--- src/design/vwae_pkg.sv ---
// ----------------------------------------------------------------------------
// Voxel window extract package
// Register indexes, reset values, field widths and the result type.
// ----------------------------------------------------------------------------
package vwae_pkg;

	localparam int CFG_IDX_W  = 3;
	localparam int CFG_DATA_W = 11;
	localparam int EXT_REG_W  = 11;
	localparam int CRD_REG_W  = 10;
	localparam int VOXEL_W    = 8;
	localparam int LOCAL_W    = 10;
	localparam int ID_W       = 30;

	typedef logic [CFG_IDX_W-1:0]  cfg_idx_t;
	typedef logic [CFG_DATA_W-1:0] cfg_data_t;
	typedef logic [EXT_REG_W-1:0]  ext_reg_t;
	typedef logic [CRD_REG_W-1:0]  crd_reg_t;
	typedef logic [VOXEL_W-1:0]    voxel_t;
	typedef logic [LOCAL_W-1:0]    local_t;
	typedef logic [ID_W-1:0]       id_t;

	// Register map
	localparam cfg_idx_t REG_VOL_WIDTH     = 3'd0;
	localparam cfg_idx_t REG_VOL_HEIGHT    = 3'd1;
	localparam cfg_idx_t REG_VOL_DEPTH     = 3'd2;
	localparam cfg_idx_t REG_CENTER_X      = 3'd3;
	localparam cfg_idx_t REG_CENTER_Y      = 3'd4;
	localparam cfg_idx_t REG_START_Z       = 3'd5;
	localparam cfg_idx_t REG_WINDOW_LENGTH = 3'd6;
	localparam cfg_idx_t REG_WINDOW_HEIGHT = 3'd7;

	// Reset values
	localparam ext_reg_t RST_VOL_EXTENT    = 11'd1024;
	localparam crd_reg_t RST_CENTER        = 10'd512;
	localparam crd_reg_t RST_START_Z       = 10'd0;
	localparam ext_reg_t RST_WINDOW_EXTENT = 11'd1024;

	// Value of an active voxel
	localparam voxel_t VOXEL_ACTIVE = 8'd1;

	typedef struct packed {
		local_t lz;
		local_t ly;
		local_t lx;
		id_t    id;
		logic   err;
	} result_t;

endpackage : vwae_pkg

--- src/design/voxel_window_active_extract.sv ---
// ----------------------------------------------------------------------------
// Voxel window active extract
// Streams voxel bytes of a volume in raster order (x fastest, then y, then z)
// and reports every active voxel (byte equal to one) inside a cropped window.
// Usage: the voxel channel takes one byte per transaction. The result of a
// transaction is registered into the result register, or into the skid
// register when that is full; one voxel is taken in every cycle while the
// result side keeps up. Results leave through a two-entry output stage
// (result register and skid register), so voxel_ready is a registered signal
// and drops only when both entries are full; a stalled receiver therefore
// stops the voxel stream two results late. A window that does not fit the
// volume gives one error result at the first voxel of the volume, or the
// first after it goes bad, and nothing more until the volume ends. Registers
// are written through cfg_we/cfg_index/cfg_data and take effect at once;
// write them only while the block is idle. Reset loads the register reset
// values, sets the position to the origin and empties the output stage.
// ----------------------------------------------------------------------------
module voxel_window_active_extract #(
	parameter int MAX_DIM = 1024
) (
	input  logic                clk,
	input  logic                arst_n,
	input  logic                cfg_we,
	input  vwae_pkg::cfg_idx_t  cfg_index,
	input  vwae_pkg::cfg_data_t cfg_data,
	input  logic                voxel_valid,
	output logic                voxel_ready,
	input  vwae_pkg::voxel_t    voxel_value,
	output logic                result_valid,
	input  logic                result_ready,
	output vwae_pkg::local_t    local_z,
	output vwae_pkg::local_t    local_y,
	output vwae_pkg::local_t    local_x,
	output vwae_pkg::id_t       active_id,
	output logic                window_error
);
	import vwae_pkg::*;

	// Width of a clamped extent, of the position counters, and of the sums
	// used in the window compares.
	localparam int MD_W  = $clog2(MAX_DIM + 1);
	localparam int EXT_W = (MD_W > EXT_REG_W) ? MD_W : EXT_REG_W;
	localparam int POS_W = $clog2(MAX_DIM);
	localparam int CMP_W = EXT_W + 1;

	typedef logic [CMP_W-1:0] cmp_t;

	// Configuration registers
	ext_reg_t vol_width_q, vol_height_q, vol_depth_q;
	crd_reg_t center_x_q, center_y_q, start_z_q;
	ext_reg_t window_length_q, window_height_q;

	// Stream state
	logic [POS_W-1:0] pos_x_q, pos_y_q, pos_z_q;
	id_t              id_count_q;
	logic             error_sent_q;

	// Output stage: result register and skid register
	logic    out_valid_q, skid_valid_q;
	result_t out_q, skid_q;

	always_ff @(posedge clk or negedge arst_n) begin
		if (!arst_n) begin
			vol_width_q     <= RST_VOL_EXTENT;
			vol_height_q    <= RST_VOL_EXTENT;
			vol_depth_q     <= RST_VOL_EXTENT;
			center_x_q      <= RST_CENTER;
			center_y_q      <= RST_CENTER;
			start_z_q       <= RST_START_Z;
			window_length_q <= RST_WINDOW_EXTENT;
			window_height_q <= RST_WINDOW_EXTENT;
		end else if (cfg_we) begin
			case (cfg_index)
				REG_VOL_WIDTH:     vol_width_q     <= cfg_data;
				REG_VOL_HEIGHT:    vol_height_q    <= cfg_data;
				REG_VOL_DEPTH:     vol_depth_q     <= cfg_data;
				REG_CENTER_X:      center_x_q      <= cfg_data[CRD_REG_W-1:0];
				REG_CENTER_Y:      center_y_q      <= cfg_data[CRD_REG_W-1:0];
				REG_START_Z:       start_z_q       <= cfg_data[CRD_REG_W-1:0];
				REG_WINDOW_LENGTH: window_length_q <= cfg_data;
				REG_WINDOW_HEIGHT: window_height_q <= cfg_data;
				default:           ;
			endcase
		end
	end

	// Extents above MAX_DIM count as MAX_DIM.
	logic [EXT_W-1:0] ext_w, ext_h, ext_d;
	assign ext_w = (EXT_W'(vol_width_q) > EXT_W'(MAX_DIM)) ? EXT_W'(MAX_DIM)
		: EXT_W'(vol_width_q);
	assign ext_h = (EXT_W'(vol_height_q) > EXT_W'(MAX_DIM)) ? EXT_W'(MAX_DIM)
		: EXT_W'(vol_height_q);
	assign ext_d = (EXT_W'(vol_depth_q) > EXT_W'(MAX_DIM)) ? EXT_W'(MAX_DIM)
		: EXT_W'(vol_depth_q);

	// Window placement. The start along x and y is the centre less half the
	// side, floored at zero; a centre below the half side is an error anyway.
	crd_reg_t half_len, xs, ys;
	logic     window_bad;
	cmp_t     x_end, y_end, z_end;

	assign half_len = window_length_q[EXT_REG_W-1:1];
	assign xs = (center_x_q >= half_len) ? center_x_q - half_len : '0;
	assign ys = (center_y_q >= half_len) ? center_y_q - half_len : '0;
	assign x_end = CMP_W'(xs) + CMP_W'(window_length_q);
	assign y_end = CMP_W'(ys) + CMP_W'(window_length_q);
	assign z_end = CMP_W'(start_z_q) + CMP_W'(window_height_q);

	assign window_bad = (window_length_q == '0) || (window_height_q == '0)
		|| (center_x_q < half_len) || (center_y_q < half_len)
		|| (x_end > CMP_W'(ext_w)) || (y_end > CMP_W'(ext_h))
		|| (z_end > CMP_W'(ext_d));

	// Membership of the current position in the window
	cmp_t px, py, pz;
	logic in_window, emit_active, emit_error, emit;

	assign px = CMP_W'(pos_x_q);
	assign py = CMP_W'(pos_y_q);
	assign pz = CMP_W'(pos_z_q);

	assign in_window = (px >= CMP_W'(xs)) && (px < x_end)
		&& (py >= CMP_W'(ys)) && (py < y_end)
		&& (pz >= CMP_W'(start_z_q)) && (pz < z_end);

	assign emit_error  = window_bad && !error_sent_q;
	assign emit_active = !window_bad && !error_sent_q && in_window
		&& (voxel_value == VOXEL_ACTIVE);
	assign emit = emit_error || emit_active;

	// Result of the present voxel
	cmp_t    dz, dy, dx;
	result_t res;

	assign dz = pz - CMP_W'(start_z_q);
	assign dy = py - CMP_W'(ys);
	assign dx = px - CMP_W'(xs);

	always_comb begin
		if (emit_error) begin
			res = '0;
			res.err = 1'b1;
		end else begin
			res.lz  = dz[LOCAL_W-1:0];
			res.ly  = dy[LOCAL_W-1:0];
			res.lx  = dx[LOCAL_W-1:0];
			res.id  = id_count_q;
			res.err = 1'b0;
		end
	end

	// Raster position step; a zero extent behaves as an extent of one.
	logic x_wrap, y_wrap, z_wrap;

	assign x_wrap = !((px + CMP_W'(1)) < CMP_W'(ext_w));
	assign y_wrap = !((py + CMP_W'(1)) < CMP_W'(ext_h));
	assign z_wrap = !((pz + CMP_W'(1)) < CMP_W'(ext_d));

	logic voxel_take;
	assign voxel_take = voxel_valid && voxel_ready;

	always_ff @(posedge clk or negedge arst_n) begin
		if (!arst_n) begin
			pos_x_q      <= '0;
			pos_y_q      <= '0;
			pos_z_q      <= '0;
			id_count_q   <= '0;
			error_sent_q <= 1'b0;
		end else if (voxel_take) begin
			if (!x_wrap) begin
				pos_x_q <= pos_x_q + POS_W'(1);
			end else begin
				pos_x_q <= '0;
				if (!y_wrap) begin
					pos_y_q <= pos_y_q + POS_W'(1);
				end else begin
					pos_y_q <= '0;
					pos_z_q <= z_wrap ? '0 : pos_z_q + POS_W'(1);
				end
			end
			// The end of the volume clears the id and the error mark.
			if (x_wrap && y_wrap && z_wrap) begin
				id_count_q   <= '0;
				error_sent_q <= 1'b0;
			end else begin
				if (emit_active) begin
					id_count_q <= id_count_q + ID_W'(1);
				end
				if (emit_error) begin
					error_sent_q <= 1'b1;
				end
			end
		end
	end

	// Output stage. A new result goes to the result register when that is
	// empty or being emptied, otherwise to the skid register. The skid entry
	// moves up as soon as the result register is taken.
	logic out_take, load_new;
	assign out_take = out_valid_q && result_ready;
	assign load_new = voxel_take && emit;

	always_ff @(posedge clk or negedge arst_n) begin
		if (!arst_n) begin
			out_valid_q  <= 1'b0;
			skid_valid_q <= 1'b0;
		end else begin
			if (skid_valid_q) begin
				if (out_take) begin
					out_valid_q  <= 1'b1;
					skid_valid_q <= 1'b0;
				end
			end else if (load_new) begin
				if (!out_valid_q || out_take) begin
					out_valid_q <= 1'b1;
				end else begin
					skid_valid_q <= 1'b1;
				end
			end else if (out_take) begin
				out_valid_q <= 1'b0;
			end
		end
	end

	always_ff @(posedge clk) begin
		if (skid_valid_q) begin
			if (out_take) begin
				out_q <= skid_q;
			end
		end else if (load_new) begin
			if (!out_valid_q || out_take) begin
				out_q <= res;
			end else begin
				skid_q <= res;
			end
		end
	end

	assign voxel_ready  = !skid_valid_q;
	assign result_valid = out_valid_q;
	assign local_z      = out_q.lz;
	assign local_y      = out_q.ly;
	assign local_x      = out_q.lx;
	assign active_id    = out_q.id;
	assign window_error = out_q.err;

`ifndef SYNTHESIS
	// The skid register never holds a result ahead of an empty result register.
	a_skid_behind_out: assert property (@(posedge clk) disable iff (!arst_n)
		skid_valid_q |-> out_valid_q)
		else $error("skid entry valid while result register empty");

	// The skid register fills only when the receiver stalled a waiting result.
	a_skid_on_stall: assert property (@(posedge clk) disable iff (!arst_n)
		$rose(skid_valid_q) |-> $past(out_valid_q && !result_ready))
		else $error("skid entry filled without a stalled result");

	// An error result carries no position and no id.
	a_error_clean: assert property (@(posedge clk) disable iff (!arst_n)
		(result_valid && window_error) |->
			(local_z == '0 && local_y == '0 && local_x == '0 && active_id == '0))
		else $error("error result with non-zero payload");
`endif

endmodule : voxel_window_active_extract

--- config.mk ---
export PLATFORM = sky130hd
export DESIGN_NAME = voxel_window_active_extract
export DESIGN_NICKNAME = d
export VERILOG_FILES = /design/src/design/vwae_pkg.sv /design/src/design/voxel_window_active_extract.sv
export SDC_FILE = /design/constraint.sdc
export NUM_CORES = 1
export LEC_CHECK = 0
export ABC_CLOCK_PERIOD_IN_PS = 8600
export BUFFER_PORTS_ARGS = -buffer_cell sky130_fd_sc_hd__buf_2
export CORE_ASPECT_RATIO = 0.5
export CORE_UTILIZATION = 55
export CTS_CLUSTER_DIAMETER = 30
export DETAILED_ROUTE_END_ITERATION = 12
export HOLD_SLACK_MARGIN = 0.05
export PLACE_DENSITY_LB_ADDON = 0.08
export SYNTH_ARGS = -nofsm -noshare
export SYNTH_HDL_FRONTEND = slang
export SYNTH_SLANG_ARGS = --single-unit
--- constraint.sdc ---
create_clock -name clk -period 8.6 [get_ports clk]
set_input_delay 0.43 -clock clk [delete_from_list [all_inputs] [get_ports clk]]
set_output_delay 0.43 -clock clk [all_outputs]
set_load 0.1 [all_outputs]
; ---- Word-level counts from Yosys, hierarchy flattened
; Cells that the tools add are included.
[totals]
ff_bits = 270
latch_bits = 0
ram_bits = 0
rom_bits = 0
output_inout_bits = 63
elab_cells = 151
memories = 0
[op_classes]
n_addsub = 15
n_mul = 0
div_mod_pow = 0
magnitude_cmp = 19
eq_ne = 10
shifts = 0
n_mux = 26
bitwise = 4
n_reduce_logical = 52
[ops]
columns = op, count
row1 = $mux W61, 5
row2 = $mux W30, 2
row3 = $ge A10 B10 Y1, 5
row4 = $mux W10, 5
row5 = $sub A10 B10 Y10, 5
row6 = $add A10 B11 Y12, 3
row7 = $gt A12 B11 Y1, 3
row8 = $lt A10 B12 Y1, 3
row9 = $add A10 B1 Y11 const B, 3
row10 = $gt A11 B11 Y1 const B, 3
row11 = $lt A11 B11 Y1, 3
row12 = $mux W11, 3
row13 = $add A10 B1 Y10 const B, 3
row14 = $add A30 B1 Y30 const B, 1
row15 = $logic_not A11 Y1, 2
row16 = $reduce_and A2 Y1, 11
row17 = $lt A10 B10 Y1, 2
row18 = $logic_and A1 B1 Y1, 14
row19 = $eq A3 B3 Y1 const B, 4
row20 = $reduce_and A3 Y1, 4
row21 = $mux W1, 11
row22 = $reduce_bool A2 Y1, 5
row23 = $eq A8 B1 Y1 const B, 1
row24 = $logic_or A1 B1 Y1, 8
row25 = 7 further kinds, 17

; ---- Logic depth before layout (Yosys ltp)
; Gate-level depths: netlist (run 1).
[logic_depth]
ltp_word = 15
mapped_depth = 31
depth_no_buf = 30

; ---- Worst setup path before layout (run 1)
; OpenSTA, ideal clock, no wires.
[synth_timing]
path_kind = register to register
startpoint = register window_length_q[1]
endpoint = register out_q, in the netlist active_id[0] (enable)
setup_time_ns = 0.473
t_arrival_ns = 8.298
t_required_ns = 8.127
setup_slack_ns = -0.171
path_stages_with_launch = 27
path_buffers = 1
cell_sequence = dfrtp_1 -> ha_1 -> inv_1 -> fa_1 -> a21o_1 -> a21oi_1 -> nor2_1 -> o41ai_2 -> o31ai_1 -> nand2_1 -> inv_1 -> fa_1 -> a21o_1 -> a21oi_1 -> o21bai_1 -> a21oi_1 -> o21bai_1 -> a21oi_1 -> xor2_1 -> ha_1 -> and4_1 -> a311oi_2 -> a22oi_1 -> or4b_1 -> buf_6 -> or3_4 -> a211oi_2
[synth_via]
elab_chain_len = 15
word_cells_on_any_way = 37
classes_between = add/sub: 4 / order compare: 10 / mux: 2 / reduce/logical: 21
[synth_lines]
columns = element, line_no
row1 = start: declaration, voxel_window_active_extract.sv:51  ; ext_reg_t window_length_q, window_height_q;
row2 = start signal: assignment, voxel_window_active_extract.sv:80  ; REG_WINDOW_LENGTH: window_length_q <= cfg_data;
row3 = $sub A10 B10 Y10 (tied with other cells), voxel_window_active_extract.sv:103  ; assign xs = (center_x_q >= half_len) ? center_x_q - half_len : '0;
row4 = $mux W10 or $logic_or A1 B1 Y1 (tied branches), "voxel_window_active_extract.sv:103, voxel_window_active_extract.sv:109"
row5 = $add A10 B11 Y12 or $logic_or A1 B1 Y1 (tied branches), "voxel_window_active_extract.sv:105, voxel_window_active_extract.sv:110"
row6 = $gt A12 B11 Y1 (tied with other cells), voxel_window_active_extract.sv:111  ; || (x_end > CMP_W'(ext_w)) || (y_end > CMP_W'(ext_h))
row7 = $logic_or A1 B1 Y1 or $logic_and A1 B1 Y1 (tied branches), "voxel_window_active_extract.sv:111, voxel_window_active_extract.sv:122"
row8 = $logic_or A1 B1 Y1 or $logic_and A1 B1 Y1 (tied branches), "voxel_window_active_extract.sv:111, voxel_window_active_extract.sv:123"
row9 = $logic_or A1 B1 Y1 or $logic_and A1 B1 Y1 (tied branches), "voxel_window_active_extract.sv:112, voxel_window_active_extract.sv:123"
row10 = $logic_not A1 Y1 or $logic_and A1 B1 Y1 (tied branches), "voxel_window_active_extract.sv:127, voxel_window_active_extract.sv:124"
row11 = "$logic_and A1 B1 Y1, on equally long branches", "voxel_window_active_extract.sv:127, voxel_window_active_extract.sv:124"
row12 = $logic_and A1 B1 Y1, voxel_window_active_extract.sv:127  ; assign emit_active = !window_bad && !error_sent_q && in_window
row13 = $logic_and A1 B1 Y1, voxel_window_active_extract.sv:128  ; && (voxel_value == VOXEL_ACTIVE);
row14 = $logic_or A1 B1 Y1 (*), voxel_window_active_extract.sv:129  ; assign emit = emit_error || emit_active;
row15 = $logic_and A1 B1 Y1 (*), voxel_window_active_extract.sv:201  ; assign load_new = voxel_take && emit;
row16 = $reduce_bool A2 Y1 (no line) (*), --
row17 = $reduce_and A3 Y1 (no line) (*), --
row18 = end signal: assignment, voxel_window_active_extract.sv:228  ; out_q <= skid_q;
row19 = end signal: assignment, voxel_window_active_extract.sv:232  ; out_q <= res;
row20 = end: declaration, voxel_window_active_extract.sv:60  ; result_t out_q, skid_q;
; Every way passes the cells marked *; elsewhere a longest branch is shown, timed or not.
; A chain may end at the register's enable or synchronous reset.

; ---- Final worst setup path (run 1)
[layout_timing]
startpoint = register window_length_q[1]
endpoint = register out_q, in the netlist active_id[28] (enable)
; Same word-level chain as after synthesis.

==> metrics list, run 1 <==
- The area growth from synthesis to layout is 13.09%.
* Antenna violations before repair: 0
- Portion of netlist area occupied by mux cells: roughly a tenth
- Remaining DRCs: 0
- Largest net degree at the start of global routing: between 90 and 100
- Synthesized netlist cell count: 1,682
- The worst setup path is of the flip-flop to flip-flop kind.
- Cell types occupying the most area after synthesis: edfxtp_1, dfrtp_1, ha_1
- Internal power contribution: 3.890 mW
* H-tree levels: 2
- The worst register-to-register path begins at window_length_q[1].
- Number of placed I/O pins: 90
- Area of the multi-input gates: roughly 0.0095 mm²
- Number of buffers added by the clock tree synthesis step: 39
- CORE AREA: about 0.03 mm²
- After routing, the total negative slack on setup checks comes to 0 ns.
* Clock latency on the worst-skew pair: 0.54 ns
- Summed over all instances, the cell type with the most area after synthesis is edfxtp_1.
* Final clock period utilization by the worst path: 91.10%
- Die Height: 128.1 µm
* Crit path capture type: flip-flop
* Maximum fanout along the worst path: a little over 50
- The final max-slew violation count was 0.
* Portion of total power attributed to sequential cells: approximately a quarter
- # fillers: 2,484
- RSZ-0062 raised after global routing: false
- Total count of hold-check failures in the final report: 0
- The run finished with clean final reports.
* Asr flop ratio synth: between 50% and 60%
* Comb power frac: 48.4%
* Synth Area in Compound Gates: about an eighth
- Of the cells placed in the final design, the portion with a size suffix greater than 1 is roughly a fifth.
* Netlist cell types: 77
- Worst-case clock skew: 0.02321 ns
- EDFF count, synth: between 100 and 150
- The total overflow left after global routing is 0.
* Cell chosen for the clock root: clkbuf_16
- Of the total synthesized cell area, the portion taken by full adders, half adders and majority gates is 13.22%.
* Number of nets still failing antenna checks after routing: 0
- Power per unit of standard cell area: roughly 330 mW/mm²
* CP peak stage delay: 0.56 ns
- Of the synthesized area, sequential elements account for between 40% and 50%.
* Wire length of the first global-routing pass: around 72,000 µm
- Final hold analysis gives a worst-case slack of 0.1124 ns.
* Starting density of the core: roughly 57%
- In this run the worst hold path is classified as input port to flip-flop.
- The smallest clock period supported by the final layout is computed as just under 8 ns.
- The routed layout has around 13,000 vias.
* Combinational family with the most area after synthesis: simple AND/OR/NAND/NOR gates
- Register area: 0.007376 mm²
* Clock slew at the register clock pins of the worst setup and hold paths: roughly 0.06 ns
- The clock network accounts for between 20% and 30% of the total power.
- The final layout contains routed wiring with a total length of roughly 46,000 µm.
- For this design the total switching power over the nets is between 2 and 3 mW.
* Synth top area share: between 20% and 30%
- The worst setup path is launched from a flip-flop.
- Measured slew at the worst slew-check pin: 1.134 ns
- Count of maximum capacitance violations: 0
* Number of failing setup endpoints in the final timing report: 0
- The pre-antenna-repair detailed-routing pass consisted of 5 iterations.
- The detailed router finished its first iteration with approximately 800 violations.
- The setup check on the worst reg-to-reg path leaves a slack of 0.77 ns.
* Sw frac: around 40%
- Cell count of the worst hold path: 2
- Ys flop type: dfrtp_1
- The worst hold path terminates at skid_valid_q.
- Counting stages on the worst path, the most repeated cell is a21oi_1.
- Worst min-delay path startpoint: result_ready
* Reg-to-reg critical path endpoint: active_id[28]
- Post-CTS setup buffers: 0
* Post-synthesis instance area: 0.01749 mm²
- For this run, the top clock speed supported by timing is around 130 MHz.
- Row cnt: 45
- Counting every sink on the clock net gives between 200 and 300.
- nand2_1 is the most common cell in the netlist.
* Synthesis-stage register bit count: 270
- Die X: ~250 µm
- A synthesized cell averages between 10 and 15 µm².
* Simple-gate share of the synthesized area: 14.80%
* Worst EP required: roughly 8.8 ns
- DR vias/cell: 5.875
* Register-to-Register Path Depth: 28
* Max VDD drop: around 190 µV
- Counting along the longest clock path gives a buffer depth of 3.
* Headroom to the max-slew limit: about 24%
- Post-detail-place hpwl: around 34,000 µm
- Synthesized net count: between 1,500 and 2,000
- Synth Warn #: 0
- Net total in the final layout: just under 2,000
- At the end of routability-driven placement, the weighted congestion stood at roughly 0.93.
- Average wire length per cell after detail routing: roughly 20 µm
- Xor/xnor cell area share of the yosys netlist: 4.285%
- Leakage power figure: about 8.9 nW
* Clock tree from TritonCTS: done
- The largest individual stage delay along the critical path comes from the cell buf_4.
* Area enclosed by the die boundary: 0.03256 mm²
- Number of global-route vias before repair: between 10,000 and 15,000
* Leading cell types by count after synthesis: nand2_1, ha_1, dfrtp_1, mux2_2, edfxtp_1
- Data arrives at the worst endpoint at approximately 8.0 ns.
* PortBufs: between 80 and 90
- Total global-route track usage: 28.65%
-- area by class of cell --
cell class / count / area share [%]
multi-input combinational: 1253 / 48.05
antenna: 1 / 0.01265
tap: 423 / 2.676
clock buffer: 48 / 5.313
sequential: 270 / 37.29
clock inverter: 24 / 1.411
timing repair buffer: 108 / 3.144
inverter: 111 / 2.106
-- registers in the layout (all words and copies together), names as in the netlist, 11 cells and up --
signal / flops
skid_q: 61
window_length_q: 11
window_height_q: 11
vol_depth_q: 11
vol_width_q: 11
active_id: 30
id_count_q: 30
vol_height_q: 11
-- how the worst max path moves through the flow --
stage                             startpoint  slack [ns]  depth (start not counted)       endpoint
after floorplan           window_length_q[1]        0.70                         26   active_id[0]
after detailed placement  window_length_q[1]        0.84                         28     local_y[8]
final                     window_length_q[1]        0.77                         28  active_id[28]
after global placement    window_length_q[1]        1.04                         28  active_id[28]
after global routing      window_length_q[1]        0.29                         28  active_id[28]
after CTS                 window_length_q[1]        0.82                         28  active_id[28]
-- power groups by stage --
stage | combinational, mW | sequential [mW] | clock (mW)
2_1_floorplan | 2.28 | 1.68 | 0
3_3_place_gp | 3.00 | 1.74 | 0
3_5_place_dp | 3.07 | 1.74 | 0
4_1_cts | 3.10 | 1.71 | 1.64
5_1_grt | 3.49 | 1.73 | 1.69
6_report | 3.13 | 1.72 | 1.62
-- worst max-delay path, delay by kind of cell (launching register included) --
| family | cells | cell delay (ns) |
|---|---|---|
| buffers and inverters | 5 | 1.20 |
| xor gates and xnor gates | 1 | 0.24 |
| and+or+nand+nor | 5 | 1.41 |
| adders and majority gates | 4 | 1.33 |
| AOI/OAI and AO/OA | 13 | 2.71 |
| DFF | 1 | 0.53 |
-- through the flow --
stage	worst slack [ns]	cell area [µm²]	power, mW	util [%]	instances
global route	0.2865	19780	6.915	64.22	2237
CTS	0.8241	19780	6.455	64.22	2237
global placement	1.042	18440	4.738	59.87	2164
finish	0.7654	19780	6.463	64.23	2238
detailed placement	0.8443	18440	4.808	59.87	2164
floorplan	0.6983	17500	3.955	-	1682
-- repair_timing --
item,in CTS,in global routing
hold buffers,1,0
gates resized for setup,0,0
endpoints found under the hold margin,65,0
-- cell families after synthesis --
family                     count (synthesis)
AOI/OAI and AO/OA                        326
xor gates and xnor gates                  84
and+or+nand+nor                          509
adders and majority gates                180
muxes                                    154
DFF                                      270
buffers and inverters                    159
-- placed cells by master, fill, tap and decap left out, types with 7 or more instances in the layout --
| master | count |
|---|---|
| dfrtp_1 | 141 |
| o21a_1 | 8 |
| clkbuf_16 | 40 |
| and2_1 | 41 |
| a21o_1 | 34 |
| nor2_1 | 83 |
| buf_2 | 88 |
| or2_2 | 9 |
| a31oi_1 | 11 |
| buf_4 | 16 |
| xnor2_1 | 53 |
| mux2i_1 | 26 |
| xor2_1 | 30 |
| o211ai_1 | 10 |
| mux2_2 | 128 |
| nor4_1 | 11 |
| o21bai_1 | 14 |
| a211oi_1 | 10 |
| o31ai_1 | 24 |
| inv_1 | 109 |
| nand3_1 | 47 |
| a21oi_1 | 81 |
| fa_1 | 8 |
| o21ai_0 | 76 |
| dfstp_2 | 7 |
| and3_1 | 15 |
| edfxtp_1 | 122 |
| nand4_1 | 20 |
| ha_1 | 172 |
| nand2b_1 | 33 |
| nor3_1 | 25 |
| nor2b_1 | 16 |
| nand2_1 | 175 |
-- per-layer routing --
layer / part of all wire, % / up-vias / global-route usage (%)
met4: 2.5 / 0 / 8.469
met1: 46 / 6447 / 39.73
li1: - / 6311 / -
met5: 0 / - / 0
met3: 5.2 / 73 / 4.305
met2: 46 / 318 / 46.64
Power figures use the tool's default switching activity.
==> inputs of run 2 (changes only) <==
--- a/config.mk
+++ b/config.mk
@@ -13,6 +13,7 @@
 export DETAILED_ROUTE_END_ITERATION = 12
 export HOLD_SLACK_MARGIN = 0.05
 export PLACE_DENSITY_LB_ADDON = 0.08
+export REMOVE_ABC_BUFFERS = 1
 export SYNTH_ARGS = -nofsm -noshare
 export SYNTH_HDL_FRONTEND = slang
 export SYNTH_SLANG_ARGS = --single-unit
==> metrics list, run 2 (synthesized netlist as in run 1, its figures left out) <==
- The transition time at the pin with the least slew margin is 1.191 ns (+0.05696 ns).
- By instance count, the cell type seen most on the critical path is a21oi_1.
- Post-route design area: 0.01990 mm² (+0.63%)
- The count of final hold-check violations came to 0 (unchanged).
* Die Height: 128.1 µm (unchanged)
- Register with the most flip-flops: skid_q
- Largest net degree at the start of global routing: 92 (unchanged)
- The register area was 0.007376 mm² (unchanged).
* Reg2Reg Launch Point: window_length_q[1]
- Area of the multi-input gates: 0.009504 mm² (unchanged)
- Clock latency on the worst-skew pair: 0.55 ns (about the same)
- PortBufs: 89 (unchanged)
- The cell count of the worst hold path is 2 (unchanged).
* Global-route met1 utilization: 41.64% (+1.9 points)
- The maximum clock frequency came to 127.2 MHz (-0.33%).
* CTS max path bufs: 3 (unchanged)
- Headroom to the max-slew limit: 20.60% (-3.7 points)
- Number of placed I/O pins: 90 (unchanged)
- The met3 global-route usage was 4.487% (+0.18 points).
- The via count of the first global-routing pass came to 13,198 (+1.3%).
* Leakage power figure: 8.963 nW (+0.90%)
- Number of buffers added by the clock tree synthesis step: 40 (+2.6%)
- The depth of the worst register-to-register path was 27 (-3.6%).
- RSZ-0062 raised after global routing: false
- CP peak stage delay: 0.64 ns (+0.08 ns)
- TritonRoute pass-1 iters: 6 (+1)
- Worst-case clock skew: 0.02743 ns (+0.004222 ns)
- Clock net sink count: 270 (unchanged)
- Row cnt: 45 (unchanged)
* Commonest cells after routing, fill and taps aside: nand2_1, ha_1, dfrtp_1, mux2_2, edfxtp_1
- The number of flip-flops in the largest register was 61 (unchanged).
- The area enclosed by the die boundary was 0.03256 mm² (unchanged).
- Cell chosen for the clock root: clkbuf_16
- The arrival time of data at the critical path endpoint is 8.09 ns (+0.09 ns).
* Critical Setup Path Class: flip-flop to flip-flop
- The violation count after the first detailed-route iteration came to 925 (+14%).
* Gp weighted congestion: 0.9239 (-1.1%)
- Post-CTS Resized: 0 (unchanged)
- Total congestion overflow after global routing: 0 (unchanged)
- The met2 routing resource usage after global routing came to 47.59% (+0.95 points).
- The estimated wirelength of the detail-placed design was 34,620 µm (+0.77%).
- Among all stages on the critical path, the largest delay is contributed by or4b_1.
- The remaining design rule violation count came to 0 (unchanged).
- Post-layout instance count excluding filler cells: 2,239 (+0.045%)
* Total cell area at the placement stage: 0.01844 mm² (about the same)
* Starting density of the core: 56.79% (unchanged)
- Kind of path behind the tightest hold check: input port to flip-flop
- The count of antenna diodes in the layout was 0 (-1).
- Minimum setup slack among reg-to-reg paths: 0.74 ns (-0.03 ns)
- The minimum clock period after layout came to 7.861 ns (+0.02634 ns).
- The routed wire length per instance is 20.77 µm (+2.1%).
* DR vias/cell: 5.971 (+1.6%)
* Clock tree from TritonCTS: done
- On the critical path the largest part of the delay comes from compound AO/OA/AOI/OAI gates.
- Worst EP required: 8.83 ns (+0.07 ns)
* Number of nets still failing antenna checks after routing: 0 (unchanged)
* Routed vias: 13,368 (+1.7%)
* Reg-to-reg critical path endpoint: skid_q[6]
* Number of gates on the worst path with buffers counted: 27 (-3.6%)
- The cell count after placement came to 2,166 (+0.092%).
* CORE AREA: 0.03080 mm² (unchanged)
- Following the worst setup path forward leads to its endpoint at skid_q[6].
- Net total in the final layout: 1,993 (+0.15%)
- The final max-slew violation count was 0 (unchanged).
- The filler cell count in the final layout was 2,509 (+1.0%).
- The number of levels the H-tree was split into was 2 (unchanged).
- The overall die width came to 254.2 µm (unchanged).
- Number of failing setup endpoints in the final timing report: 0 (unchanged)
* Proportion of layout cells with a drive suffix above 1: 19.27% (+0.42 points)
* Antenna violations before repair: 3 (+3)
* Power per unit of standard cell area: 334.2 mW/mm² (+2.3%)
- The run finished with clean final reports.
- The worst setup path is captured at a flip-flop.
* Most common library cell in the layout ignoring fill and taps: nand2_1
* Count of maximum capacitance violations: 0 (unchanged)
- Highest-utilization routing layer at the global route stage: met2
- The final cycle utilization of the critical path was 91.41% (+0.31 points).
- Maximum fanout along the worst path: 23 (-55%)
- The most critical setup path has its startpoint at window_length_q[1].
- The worst setup path is launched from a flip-flop.
- The total buffers and inverters traversed by the critical path is 4 (-1).
- The first-pass GRT wire length came to 73,730 µm (+2.8%).
* Total global-route track usage: 29.47% (+0.82 points)
* Clock slew at the register clock pins of the worst setup and hold paths: 0.07 ns (about the same)
* Max VDD drop: 191.8 µV (+2.1%)
- The area growth from synthesis to layout is 13.80%.
- The final wirelength came to 46,500 µm (+2.1%).
run 2: area by class of cell:
class	instances	share of cell area, %
multi-input combinational	1253	47.75
timing repair buffer	110	3.137
inverter	111	2.093
tap	423	2.659
sequential	270	37.06
clock inverter	25	1.672
clock buffer	47	5.632
run 2: what timing repair did:
item | CTS | global route
hold buffers | 1 | 0
buffers inserted | 0 | 0
hold endpoints to repair | 83 | 0
run 2: metrics by stage:
stage | hold WS [ns] | TNS (ns) | utilization [%] | total power, mW | setup WS, ns
after floorplan | 0.1344 | -43.47 | - | 3.950 | -0.7127
after global placement | 0.4869 | 0 | 59.87 | 4.763 | 1.121
after detailed placement | 0.4958 | 0 | 59.87 | 4.841 | 0.8142
after CTS | 0.1303 | 0 | 64.63 | 6.627 | 0.7965
after global routing | 0.1458 | 0 | 64.63 | 7.097 | 0.2565
final | 0.1507 | 0 | 64.63 | 6.652 | 0.7390
run 2: report_power, final:
part | total, mW | switching (mW) | internal (mW)
clock | 1.76 | 0.634 | 1.13
sequential | 1.71 | 0.132 | 1.58
combinational | 3.18 | 1.87 | 1.31
run 2: routing by layer:
| layer | wire (µm) | up-vias |
|---|---|---|
| met5 | 13 | - |
| met4 | 995 | 2 |
| met3 | 3245 | 74 |
| met2 | 21010 | 437 |
| met1 | 21230 | 6547 |
| li1 | - | 6308 |
run 2: worst min-delay path by stage:
stage,startpoint,slack (ns),to
after floorplan,arst_n,0.13,center_x_q[0]
after global placement,vol_depth_q[0],0.49,vol_depth_q[0]
after detailed placement,vol_depth_q[0],0.50,vol_depth_q[0]
after CTS,result_ready,0.13,skid_valid_q
after global routing,result_ready,0.15,skid_valid_q
final,result_ready,0.15,skid_valid_q
run 2: worst register-to-register path, delay by kind of cell, from the launching register on:
family	cells	cell delay (ns)
fa+ha+maj	4	1.37
xor+xnor	1	0.28
compound gates	13	2.87
simple gates	5	1.75
buf+inv	4	0.69
flops	1	0.59
